### src/design/svalloc_pkg.sv
// Shared types, constants and helpers for the voice allocator.
// No dependencies; imported by every module of the block.
`timescale 1ns / 1ps

package svalloc_pkg;

  localparam int NumVoices   = 8;
  localparam int IdxW        = (NumVoices > 1) ? $clog2(NumVoices) : 1;
  localparam int OpW         = 2;
  localparam int NoteW       = 7;
  localparam int VoiceFieldW = 3;
  localparam int ActW        = 3;
  localparam int CfgW        = 4;
  localparam logic [CfgW-1:0] ActiveReset = CfgW'(8);

  typedef enum logic [OpW-1:0] {
    OpNoteOn   = 2'd0,
    OpNoteOff  = 2'd1,
    OpFinished = 2'd2
  } op_e;

  typedef enum logic [ActW-1:0] {
    ActRetrig   = 3'd0,
    ActSilent   = 3'd1,
    ActReleased = 3'd2,
    ActStolen   = 3'd3,
    ActRelease  = 3'd4,
    ActOffNone  = 3'd5,
    ActFinished = 3'd6
  } action_e;

  typedef struct packed {
    logic [OpW-1:0]         op;
    logic [NoteW-1:0]       note;
    logic [VoiceFieldW-1:0] voice;
  } evt_t;

  typedef struct packed {
    logic [VoiceFieldW-1:0] voice_index;
    action_e                action;
    logic                   key_down;
    logic [NoteW-1:0]       last_note;
    logic                   last_note_valid;
  } res_t;

  // lowest set bit position, zero when none set
  function automatic logic [IdxW-1:0] first_set(input logic [NumVoices-1:0] v);
    logic [IdxW-1:0] idx;
    idx = '0;
    for (int i = NumVoices - 1; i >= 0; i--) begin
      if (v[i]) begin
        idx = IdxW'(i);
      end
    end
    return idx;
  endfunction

endpackage

### src/design/svalloc_core.sv
// Voice bookkeeping state, active-count register and combinational allocation logic.
// Depends on svalloc_pkg.
`timescale 1ns / 1ps

module svalloc_core import svalloc_pkg::*; (
  input  logic            clk_i,
  input  logic            rst_ni,
  input  logic            cfg_we_i,
  input  logic [CfgW-1:0] cfg_wdata_i,
  input  logic            fire_i,
  input  evt_t            evt_i,
  output res_t            res_o
);

  logic [NumVoices-1:0][NoteW-1:0] note_q, note_d;
  logic [NumVoices-1:0]            note_valid_q, note_valid_d;
  logic [NumVoices-1:0]            held_q, held_d;
  logic [NumVoices-1:0]            sounding_q, sounding_d;
  logic [NoteW-1:0]                recent_q, recent_d;
  logic                            recent_valid_q, recent_valid_d;
  logic                            key_q, key_d;
  logic [CfgW-1:0]                 active_q;

  logic [CfgW-1:0]      n_eff;
  logic [NumVoices-1:0] in_use, held_hit, silent, released;
  logic [IdxW-1:0]      vidx;
  logic [VoiceFieldW-1:0] res_vidx;
  action_e              act;

  always_comb begin
    if (active_q == '0) begin
      n_eff = CfgW'(1);
    end else if (int'(active_q) > NumVoices) begin
      n_eff = CfgW'(NumVoices);
    end else begin
      n_eff = active_q;
    end
  end

  always_comb begin
    for (int i = 0; i < NumVoices; i++) begin
      in_use[i]   = i < int'(n_eff);
      held_hit[i] = in_use[i] && note_valid_q[i] && held_q[i] && (note_q[i] == evt_i.note);
      silent[i]   = in_use[i] && !sounding_q[i];
      released[i] = in_use[i] && sounding_q[i] && !held_q[i];
    end
  end

  always_comb begin
    note_d         = note_q;
    note_valid_d   = note_valid_q;
    held_d         = held_q;
    sounding_d     = sounding_q;
    recent_d       = recent_q;
    recent_valid_d = recent_valid_q;
    key_d          = key_q;
    vidx           = '0;
    act            = ActRetrig;
    res_vidx       = '0;
    unique case (evt_i.op)
      OpNoteOn: begin
        if (|held_hit) begin
          vidx = first_set(held_hit);
          act  = ActRetrig;
        end else if (|silent) begin
          vidx = first_set(silent);
          act  = ActSilent;
        end else if (|released) begin
          vidx = first_set(released);
          act  = ActReleased;
        end else begin
          vidx = '0;
          act  = ActStolen;
        end
        note_d[vidx]       = evt_i.note;
        note_valid_d[vidx] = 1'b1;
        held_d[vidx]       = 1'b1;
        sounding_d[vidx]   = 1'b1;
        key_d              = 1'b1;
        recent_d           = evt_i.note;
        recent_valid_d     = 1'b1;
        res_vidx           = VoiceFieldW'(vidx);
      end
      OpNoteOff: begin
        if (|held_hit) begin
          vidx         = first_set(held_hit);
          held_d[vidx] = 1'b0;
          act          = ActRelease;
          res_vidx     = VoiceFieldW'(vidx);
        end else begin
          act      = ActOffNone;
          res_vidx = '0;
        end
        if (recent_valid_q && (recent_q == evt_i.note)) begin
          key_d = 1'b0;
        end
      end
      OpFinished: begin
        act      = ActFinished;
        res_vidx = evt_i.voice;
        for (int i = 0; i < NumVoices; i++) begin
          if (int'(evt_i.voice) == i) begin
            sounding_d[i] = 1'b0;
            if (!held_q[i]) begin
              note_d[i]       = '0;
              note_valid_d[i] = 1'b0;
            end
          end
        end
      end
      default: begin
        act = ActRetrig;
      end
    endcase
  end

  assign res_o.voice_index     = res_vidx;
  assign res_o.action          = act;
  assign res_o.key_down        = key_d;
  assign res_o.last_note       = recent_d;
  assign res_o.last_note_valid = recent_valid_d;

  always_ff @(posedge clk_i or negedge rst_ni) begin
    if (!rst_ni) begin
      note_q         <= '0;
      note_valid_q   <= '0;
      held_q         <= '0;
      sounding_q     <= '0;
      recent_q       <= '0;
      recent_valid_q <= 1'b0;
      key_q          <= 1'b0;
    end else if (fire_i) begin
      note_q         <= note_d;
      note_valid_q   <= note_valid_d;
      held_q         <= held_d;
      sounding_q     <= sounding_d;
      recent_q       <= recent_d;
      recent_valid_q <= recent_valid_d;
      key_q          <= key_d;
    end
  end

  always_ff @(posedge clk_i or negedge rst_ni) begin
    if (!rst_ni) begin
      active_q <= ActiveReset;
    end else if (cfg_we_i) begin
      active_q <= cfg_wdata_i;
    end
  end

endmodule

### src/design/svalloc_out_reg.sv
// Result register with valid/stall handshake toward the receiver.
// Depends on svalloc_pkg.
`timescale 1ns / 1ps

module svalloc_out_reg import svalloc_pkg::*; (
  input  logic clk_i,
  input  logic rst_ni,
  input  logic load_i,
  input  res_t res_i,
  input  logic stall_i,
  output logic ready_o,
  output logic valid_o,
  output res_t res_o
);

  logic valid_q, valid_d;
  res_t res_q;

  assign ready_o = !valid_q || !stall_i;

  always_comb begin
    if (load_i) begin
      valid_d = 1'b1;
    end else if (!stall_i) begin
      valid_d = 1'b0;
    end else begin
      valid_d = valid_q;
    end
  end

  always_ff @(posedge clk_i or negedge rst_ni) begin
    if (!rst_ni) begin
      valid_q <= 1'b0;
    end else begin
      valid_q <= valid_d;
    end
  end

  always_ff @(posedge clk_i) begin
    if (load_i) begin
      res_q <= res_i;
    end
  end

  assign valid_o = valid_q;
  assign res_o   = res_q;

endmodule

### src/design/synth_voice_allocator.sv
// Polyphonic voice allocator: event input register, allocation core, result register.
// One item per cycle sustained while the receiver does not stall.
// Input: valid/stall with op, note, voice. Output: valid/stall with one result per
// note-on, note-off or finished item; op code 3 is consumed and yields no result.
// The item sits in the input register, where the allocation logic compares
// its note against all active voices in parallel and picks a voice; the voice
// state and the result register load together when the item fires, so each item
// sees the state left by the previous one.
// Throughput without stalls is one item per clock, set by one compare-and-pick stage.
// The active-voice register is written by cfg_we_i/cfg_wdata_i, reset value 8.
// Reset (rst_ni low, asynchronous) empties both registers, makes all voices
// silent with no note, clears key-down and last-note state.
// When the receiver stalls, the result holds; the item in the input register
// waits, and in_stall_o rises once the input register is full and cannot move.
// Depends on svalloc_pkg, svalloc_core, svalloc_out_reg.
`timescale 1ns / 1ps

module synth_voice_allocator import svalloc_pkg::*; (
  input  logic                   clk_i,
  input  logic                   rst_ni,
  input  logic                   cfg_we_i,
  input  logic [CfgW-1:0]        cfg_wdata_i,
  input  logic                   in_valid_i,
  output logic                   in_stall_o,
  input  logic [OpW-1:0]         op_i,
  input  logic [NoteW-1:0]       note_i,
  input  logic [VoiceFieldW-1:0] voice_i,
  output logic                   out_valid_o,
  input  logic                   out_stall_i,
  output logic [VoiceFieldW-1:0] voice_index_o,
  output logic [ActW-1:0]        action_o,
  output logic                   key_down_o,
  output logic [NoteW-1:0]       last_note_o,
  output logic                   last_note_valid_o
);

  logic s1_valid_q, s1_valid_d;
  evt_t s1_evt_q;
  logic accept, out_ready, op_unused, s1_drain, fire, load;
  res_t core_res, out_res;

  assign op_unused  = !((s1_evt_q.op == OpNoteOn) || (s1_evt_q.op == OpNoteOff) ||
                        (s1_evt_q.op == OpFinished));
  assign fire       = s1_valid_q && out_ready;
  assign load       = fire && !op_unused;
  assign s1_drain   = s1_valid_q && (out_ready || op_unused);
  assign in_stall_o = s1_valid_q && !s1_drain;
  assign accept     = in_valid_i && !in_stall_o;

  always_comb begin
    if (accept) begin
      s1_valid_d = 1'b1;
    end else if (s1_drain) begin
      s1_valid_d = 1'b0;
    end else begin
      s1_valid_d = s1_valid_q;
    end
  end

  always_ff @(posedge clk_i or negedge rst_ni) begin
    if (!rst_ni) begin
      s1_valid_q <= 1'b0;
    end else begin
      s1_valid_q <= s1_valid_d;
    end
  end

  always_ff @(posedge clk_i) begin
    if (accept) begin
      s1_evt_q.op    <= op_i;
      s1_evt_q.note  <= note_i;
      s1_evt_q.voice <= voice_i;
    end
  end

  svalloc_core u_core (
    .clk_i       (clk_i),
    .rst_ni      (rst_ni),
    .cfg_we_i    (cfg_we_i),
    .cfg_wdata_i (cfg_wdata_i),
    .fire_i      (fire),
    .evt_i       (s1_evt_q),
    .res_o       (core_res)
  );

  svalloc_out_reg u_out (
    .clk_i   (clk_i),
    .rst_ni  (rst_ni),
    .load_i  (load),
    .res_i   (core_res),
    .stall_i (out_stall_i),
    .ready_o (out_ready),
    .valid_o (out_valid_o),
    .res_o   (out_res)
  );

  assign voice_index_o     = out_res.voice_index;
  assign action_o          = out_res.action;
  assign key_down_o        = out_res.key_down;
  assign last_note_o       = out_res.last_note;
  assign last_note_valid_o = out_res.last_note_valid;

endmodule

### config.mk
export PLATFORM = sky130hd
export DESIGN_NAME = synth_voice_allocator
export DESIGN_NICKNAME = d
export VERILOG_FILES = /design/src/design/svalloc_pkg.sv /design/src/design/svalloc_core.sv /design/src/design/svalloc_out_reg.sv /design/src/design/synth_voice_allocator.sv
export SDC_FILE = /design/constraint.sdc
export NUM_CORES = 1
export LEC_CHECK = 0
export BUFFER_PORTS_ARGS = -buffer_cell sky130_fd_sc_hd__buf_4
export CAP_MARGIN = 15
export CORE_UTILIZATION = 41
export DETAILED_ROUTE_END_ITERATION = 8
export HOLD_SLACK_MARGIN = 0.12
export PLACE_DENSITY = 0.66
export RECOVER_POWER = 25
export SLEW_MARGIN = 20
export SYNTH_ARGS = -nofsm -noshare
export SYNTH_HDL_FRONTEND = slang
export SYNTH_HIERARCHICAL = 1
export SYNTH_SLANG_ARGS = --single-unit
### constraint.sdc
create_clock -name clk_i -period 6.1 [get_ports clk_i]
set_input_delay 0.61 -clock clk_i [delete_from_list [all_inputs] [get_ports clk_i]]
set_output_delay 0.61 -clock clk_i [all_outputs]
set_load 0.005 [all_outputs]
# After elaboration in Yosys (flattened, before gate mapping)
# Index checks and enable logic that the tools add are counted.
[totals] register_bits=122 latchBits=0 ram_bits=0 rom_bits=0 in_bits=21 out_inout_bits=17 elab_cells=299 memories=0
[op_classes] n_addsub=0 n_mul=0 div=0 n_lt_le_gt_ge=13 n_eq_ne=36 n_shift=0 mux=99 bitwise_logic=5 n_reduce_logical=107
[ops] cell="$mux W7" n=18
[ops] cell="$pmux W56 S2" n=1
[ops] cell="$mux W3" n=33
[ops] cell="$eq A7 B7 Y1" n=9
[ops] cell="$bwmux W56" n=1
[ops] cell="$logic_and A1 B1 Y1" n=56
[ops] cell="$pmux W8 S2" n=3
[ops] cell="$mux W1" n=34
[ops] cell="$reduce_and A4 Y1" n=8
[ops] cell="$reduce_and A3 Y1" n=9
[ops] cell="$or A8 B8 Y8" n=3
[ops] cell="$reduce_or A8 Y1" n=3
[ops] cell="$demux W7 S3" n=1
[ops] cell="$logic_not A1 Y1" n=21
[ops] cell="$ne A2 B1 Y1 const B" n=10
[ops] cell="$pmux W3 S3" n=2
[ops] cell="$lt A3 B4 Y1 const A" n=4
[ops] cell="$ne A2 B2 Y1 const B" n=8
[ops] cell="$eq A3 B3 Y1 const B" n=4
[ops] cell="$and A8 B8 Y8" n=1
[ops] cell="$lt A1 B4 Y1 const A" n=2
[ops] cell="$lt A2 B4 Y1 const A" n=2
[ops] cell="$lt A3 B4 Y1 const B" n=2
[ops] cell="$mux W4" n=2
[ops] cell="15 further kinds" n=23

# Longest topological paths before layout
[depth] word_depth=25 depth_mapped=11 depth_no_buf=8

# Modules after synthesis
# Netlist, hierarchy kept.
[modules_own_cells] mod="svalloc_core" n_inst=1 cells_per_inst=615 area_each_um2=6035.8 seq_area_each_um2=2328.5
[modules_own_cells] mod="svalloc_out_reg" n_inst=1 cells_per_inst=18 area_each_um2=486.7 seq_area_each_um2=475.5
[modules_own_cells] mod="synth_voice_allocator" n_inst=1 cells_per_inst=21 area_each_um2=432.9 seq_area_each_um2=385.4

# Worst setup path after synthesis
# No wires, ideal clock.
[synth_path] path_type="register -> register" start="register u_core.active_q[3]" end="register u_core/note_q[35] (netlist bit)" setup_ns=0.079 arrival_ns=2.746 required_time_ns=6.021 setup_slack_ns=3.274 path_stages_with_launch=10 period_less_slack_ns=2.826 cell_sequence="dfstp_2 -> buf_6 -> nor2_1 -> or3b_1 -> o221ai_1 -> o2111ai_2 -> a211oi_4 -> o21ai_4 -> nor4_4 -> mux2i_1"
[synth_via] elab_chain_len=24 word_cells_on_any_way=98
[synth_lines] item="start, declared" line_no="svalloc_core.sv:22" text="logic [CfgW-1:0] active_q;"
[synth_lines] item="start signal, assigned" line_no="svalloc_core.sv:145" text="active_q <= ActiveReset;"
[synth_lines] item="start signal, assigned" line_no="svalloc_core.sv:147" text="active_q <= cfg_wdata_i;"
[synth_lines] item="$gt A4 B4 Y1" line_no="svalloc_core.sv:33" text="end else if (int'(active_q) > NumVoices) begin"
[synth_lines] item="$mux W4" line_no="svalloc_core.sv:33"
[synth_lines] item="$mux W4 *" line_no="svalloc_core.sv:31" text="if (active_q == '0) begin"
[synth_lines] item="$lt A3 B4 Y1" line_no="svalloc_core.sv:42" text="in_use[i] = i < int'(n_eff);"
[synth_lines] item="$logic_and A1 B1 Y1 (2 in a row)" line_no="svalloc_core.sv:45" text="released[i] = in_use[i] && sounding_q[i] && !held_q[i];"
[synth_lines] item="$mux W3 (8 in a row)" line_no="svalloc_pkg.sv:51" text="if (v[i]) begin"
[synth_lines] item="$mux W3" line_no="svalloc_core.sv:68" text="end else if (|released) begin"
[synth_lines] item="$mux W3" line_no="svalloc_core.sv:65" text="end else if (|silent) begin"
[synth_lines] item="$mux W3 *" line_no="svalloc_core.sv:62" text="if (|held_hit) begin"
[synth_lines] item="$mux W3 *" line_no="svalloc_core.sv:60" text="unique case (evt_i.op)"
[synth_lines] item="$lt A3 B4 Y1 (not written as such) or $ge A3 B1 Y1 (tied branches)" line_no="svalloc_core.sv:75" text="note_d[vidx] = evt_i.note;"
[synth_lines] item="$logic_and A1 B1 Y1 (not written as such)" line_no="svalloc_core.sv:75"
[synth_lines] item="$mux W7 (not written as such)" line_no="svalloc_core.sv:75"
[synth_lines] item="$demux W7 S3 *"
[synth_lines] item="$bwmux W56 *" line_no="svalloc_core.sv:75"
[synth_lines] item="$pmux W56 S2 *" line_no="svalloc_core.sv:60"
[synth_lines] item="end signal, assigned" line_no="svalloc_core.sv:133" text="note_q <= note_d;"
[synth_lines] item="end, declared" line_no="svalloc_core.sv:15" text="logic [NumVoices-1:0][NoteW-1:0] note_q, note_d;"
# Mark *: on every way between the ends. The rest lies on a longest branch, timed or not. The select of a mux whose other input is x is not followed.
# A chain may end at the register's enable or synchronous reset.

# Worst setup path in the final report
[layout_path] start="register s1_evt_q[4] (netlist bit)" end="register u_core/note_q[32] (netlist bit)"
[layout_via] elab_chain_len=18 word_cells_on_any_way=34
[layout_lines] item="start, declared" line_no="synth_voice_allocator.sv:38" text="evt_t s1_evt_q;"
[layout_lines] item="$eq A7 B7 Y1" line_no="svalloc_core.sv:43" text="held_hit[i] = in_use[i] && note_valid_q[i] && held_q[i] && (note_q[i] == evt_i.note);"
[layout_lines] item="$logic_and A1 B1 Y1" line_no="svalloc_core.sv:43"
[layout_lines] item="$mux W3" line_no="svalloc_pkg.sv:51"
[layout_lines] item="$mux W3 (7 in a row)"
[layout_lines] item="$mux W3 *" line_no="svalloc_core.sv:62"
[layout_lines] item="$mux W3 *" line_no="svalloc_core.sv:60"
[layout_lines] item="$lt A3 B4 Y1 (not written as such) or $ge A3 B1 Y1 (tied branches)" line_no="svalloc_core.sv:75"
[layout_lines] item="$logic_and A1 B1 Y1 (not written as such)" line_no="svalloc_core.sv:75"
[layout_lines] item="$mux W7 (not written as such)" line_no="svalloc_core.sv:75"
[layout_lines] item="$demux W7 S3 *"
[layout_lines] item="$bwmux W56 *" line_no="svalloc_core.sv:75"
[layout_lines] item="$pmux W56 S2 *" line_no="svalloc_core.sv:60"
# Marked as above.

==> out/results.md <==
| Step | Quantity | Reported |
|:---|:---|:---|
| logic synthesis | Async set or reset register ratio after synthesis | 0.779 |
| clock tree | Count of hold-fix buffers inserted at cts | 0 |
| hold path | Class of the worst hold path | input port to flop |
| floorplanning | Number of primary I/O pins | 38 |
| grt | Global-route usage over all layers | 0.217 |
| clock tree | Clock sink count | 122 |
| clock tree | CTS max path bufs | 2 |
| sta | Normalized max-slew margin | -0.315 |
| sta | Final setup vio count | 0 |
| floorplanning | Area inside the core boundary | 0.0166 sq mm |
| clock tree | Resized cells post-CTS | 0 |
| floorplanning | Site Rows | 47 |
| worst setup path | Worst Path Required | 6.44 ns |
| place | Last weighted congestion value of the routability-driven placer | 0.950 |
| outcome | Violations in the final reports | max-capacitance violations, max-slew violations |
| floorplanning | Initial Util | 0.419 |
| grt | Maximum number of pins on one net before global-route repair | 66 |
| drt | Residual DRC | 0 |
| worst setup path | CP Class | flop to flop |
| layout | Fraction of final layout cells sized beyond drive strength 1 | 0.177 |
| outcome | Result of the run | complete, but fails checks |
| worst setup path | Crit end category | flop |
| layout | Most frequent standard cell in the layout excluding fill and tap cells | sky130_fd_sc_hd__dfrtp_1 |
| logic synthesis | Leading area contributor after synthesis | sky130_fd_sc_hd__dfrtp_1 |
| drt | Number of optimization iterations in the first detailed-route pass | 5 |
| place | HPWL after detailed placement | 12900 microns |
| logic synthesis | Proportion of netlist area held by the largest area contributor | 0.338 |
| layout | Number of antenna repair diodes | 0 |
| sta | Clock Skews | 0.00941 ns |
| logic synthesis | Average footprint of a synthesized cell | 10.6 sq um |
| logic synthesis | Yosys synthesis warning count | 6 |
| logic synthesis | Number of enable flip-flop cells after synthesis | 27 |
| sta | Setup Total Neg Slack | 0 ns |
| floorplanning | Die Wd | 132 microns |
| layout | Util after Layout | 0.476 |
| pwr | Power density of the placed cells | 370 mW/mm^2 |
| logic synthesis | Synth Instances | 654 |
| logic synthesis | Syn nets | 679 |
| drt | Detailed Route WL | 18100 microns |
| floorplanning | Overall die height | 132 microns |
| drt | Antenna Violating Nets Remaining | 0 |
| clock tree | CTS buffer count | 17 |
| drt | Average via count per standard cell | 5.62 |
| clock tree | Cell at the root of the clock tree | sky130_fd_sc_hd__clkbuf_16 |
| run | # Max-Cap Violations | 2 |
| pwr | Max IR drop VDD | 245 uV |
| drt | Avg WL per Cell | 19.8 microns |
| grt | Sum of overflow across all layers after global routing | 0 |
| place | Post-placement setup slack | 2.36 ns |
| clock tree | CTS tree | done |
| worst setup path | Arrival time worst endpoint | 4.17 ns |
| logic synthesis | Post-synthesis sequential area ratio | 0.459 |
| grt | Global-route wire length before repair | 28900 microns |
| drt | Total number of vias | 5131 |
| sta | Slew @ Worst Pin | 1.97 ns |
| logic synthesis | Area of the mapped netlist | 0.00696 sq mm |
| logic synthesis | Count of unique library cells instantiated by Yosys | 93 |
| sta | Slew Limit Fails | 98 |
| logic synthesis | Number of synthesized register bits | 122 |
| clock tree | Number of H-tree levels | 4 |
| sta | Final period demand of the worst path | 3.83 ns |
| layout | Net count, final | 705 |
| worst setup path | Worst Setup Start Kind | flop |
| sta | Peak Freq | 261 MHz |
| sta | Smallest setup slack after layout | 2.27 ns |
| worst setup path | Maximum fanout along the worst path | 12 |
| logic synthesis | Top area cells in the synthesized netlist | sky130_fd_sc_hd__dfrtp_1 (34%), sky130_fd_sc_hd__edfxtp_1 (12%), sky130_fd_sc_hd__mux2i_1 (8.1%) |
| sta | Number of hold violations in the final report | 0 |
| pwr | Overall power | 2930 uW |
| layout | Synth-to-layout area growth | 13.6% |
| clock tree | Clock input transition at the sequential cells of the worst setup and hold paths | 0.06 ns |
| sta | Tcrit/Tclk final | 0.628 |
| floorplanning | Die area | 0.0175 sq mm |
| drt | Number of DRC markers after the initial detailed-route iteration | 494 |
| clock tree | Number of post-CTS setup repair buffers | 0 |
| place | Input/output buffers | 37 |
| sta | Setup repair after global routing missed its margin | false |
| grt | Number of antenna violations at the first check in global routing | 0 |
| layout | Most frequent cells in the layout | sky130_fd_sc_hd__dfrtp_1 (94), sky130_fd_sc_hd__nand2_1 (92), sky130_fd_sc_hd__mux2i_1 (56), sky130_fd_sc_hd__xnor2_1 (38), sky130_fd_sc_hd__edfxtp_1 (27) |
| clock tree | Latest clock arrival within the worst-skew pair | 0.42 ns |
| pwr | Static power due to leakage | 0.00335 uW |
| logic synthesis | Top FF cell, synth | sky130_fd_sc_hd__dfrtp_1 |
| grt | Via count of the first global-routing pass | 5175 |
[power breakdown]
part / leakage (uW) / switching [uW] / internal (uW)
Combinational: 0.00158 / 363 / 296
Clock: 0.000301 / 379 / 683
Sequential: 0.00148 / 183 / 1020
[per-layer routing]
layer | track usage | share of wire | vias up
met3 | 0.0488 | 0.048 | 30
met4 | 0.0830 | 0.021 | 0
li1 | - | - | 2386
met2 | 0.327 | 0.45 | 154
met5 | 0 | 0 | -
met1 | 0.303 | 0.48 | 2561
[logic make-up (layout without fill, tap and decap cells)]
| logic type | Yosys count | count (layout) | share of synthesized area |
|---|---|---|---|
| AND/OR/NAND/NOR | 231 | 231 | 0.183 |
| multiplexers | 67 | 67 | 0.0984 |
| flip-flops | 122 | 122 | 0.459 |
| XOR/XNOR | 63 | 63 | 0.0804 |
| AO/OA/AOI/OAI | 109 | 109 | 0.123 |
| adder cells (fa/ha/maj) | 4 | 4 | 0.00720 |
| buffers and inverters | 58 | 97 | 0.0493 |
[metrics by stage]
step / instances / hold slack, ns / area (sq um)
final: 913 / 0.385 / 7900
after global routing: 913 / 0.375 / 7900
after CTS: 913 / 0.153 / 7910
after detailed placement: 881 / 0.474 / 7290
after global placement: 881 / 0.475 / 7290
after floorplan: 654 / 0.314 / 6960
[registers in the layout, summed over array words and instances, names as in the netlist]
register and cells:
s1_evt_q 12, s1_valid_q 1, u_core/active_q 4, u_core/held_q 8, u_core/key_q 1, u_core/note_q 56
u_core/note_valid_q 8, u_core/recent_q 7, u_core/recent_valid_q 1, u_core/sounding_q 8, u_out/res_o 15, u_out/valid_o 1
[worst max-delay path, cell delays in order, from the launching register on]
cell and delay, ns:
sky130_fd_sc_hd__edfxtp_1 0.69, sky130_fd_sc_hd__xnor2_1 0.44, sky130_fd_sc_hd__nand3_1 0.13, sky130_fd_sc_hd__nor4_1 0.72, sky130_fd_sc_hd__nand4b_1 0.37, sky130_fd_sc_hd__a211oi_4 0.13
sky130_fd_sc_hd__nor3b_2 0.35, sky130_fd_sc_hd__and4b_1 0.64, sky130_fd_sc_hd__mux2i_1 0.26
[Yosys cell counts (all sizes together), types with 3 or more instances]
library cell	number
nand2	92
nand3b	3
nor4	9
a41oi	3
nand3	21
nor2b	3
ha	4
mux2i	56
or4	4
buf	24
inv	24
a31oi	9
o2111ai	3
o21a	7
xor2	25
and2	4
nand4	10
clkbuf	9
o2bb2ai	3
a21boi	7
mux2	11
xnor2	38
nand2b	22
o211ai	3
nor2	21
nor3	14
o21ai	21
o31a	5
dfrtp	94
or2	6
o31ai	8
edfxtp	27
or3	9
a21oi	12
[cell type report]
cell class / instances / area [sq um]
Inverter: 24 / 90.1
Multi-Input combinational cell: 474 / 3420
Clock inverter: 15 / 198
Tap cell: 220 / 275
Fill cell: 1534 / 8680
Timing Repair Buffer: 41 / 298
Sequential cell: 122 / 3190
Clock buffer: 17 / 425
[path summary, 6_finish.rpt]
path                       slack, ns                     end  depth (start not counted)                  start
max                             2.27       u_core/note_q[32]                          8            s1_evt_q[4]
max in group asynchronous       2.93  u_core/note_valid_q[3]                          2                 rst_ni
min in group asynchronous       0.74      u_core/active_q[0]                          1                 rst_ni
min reg2reg                     0.49   u_core/recent_valid_q                          1  u_core/recent_valid_q
max reg2reg                     2.27       u_core/note_q[32]                          8            s1_evt_q[4]
min                             0.39      u_core/active_q[3]                          2               cfg_we_i
No activity file was read; power rests on OpenSTA's default activity.
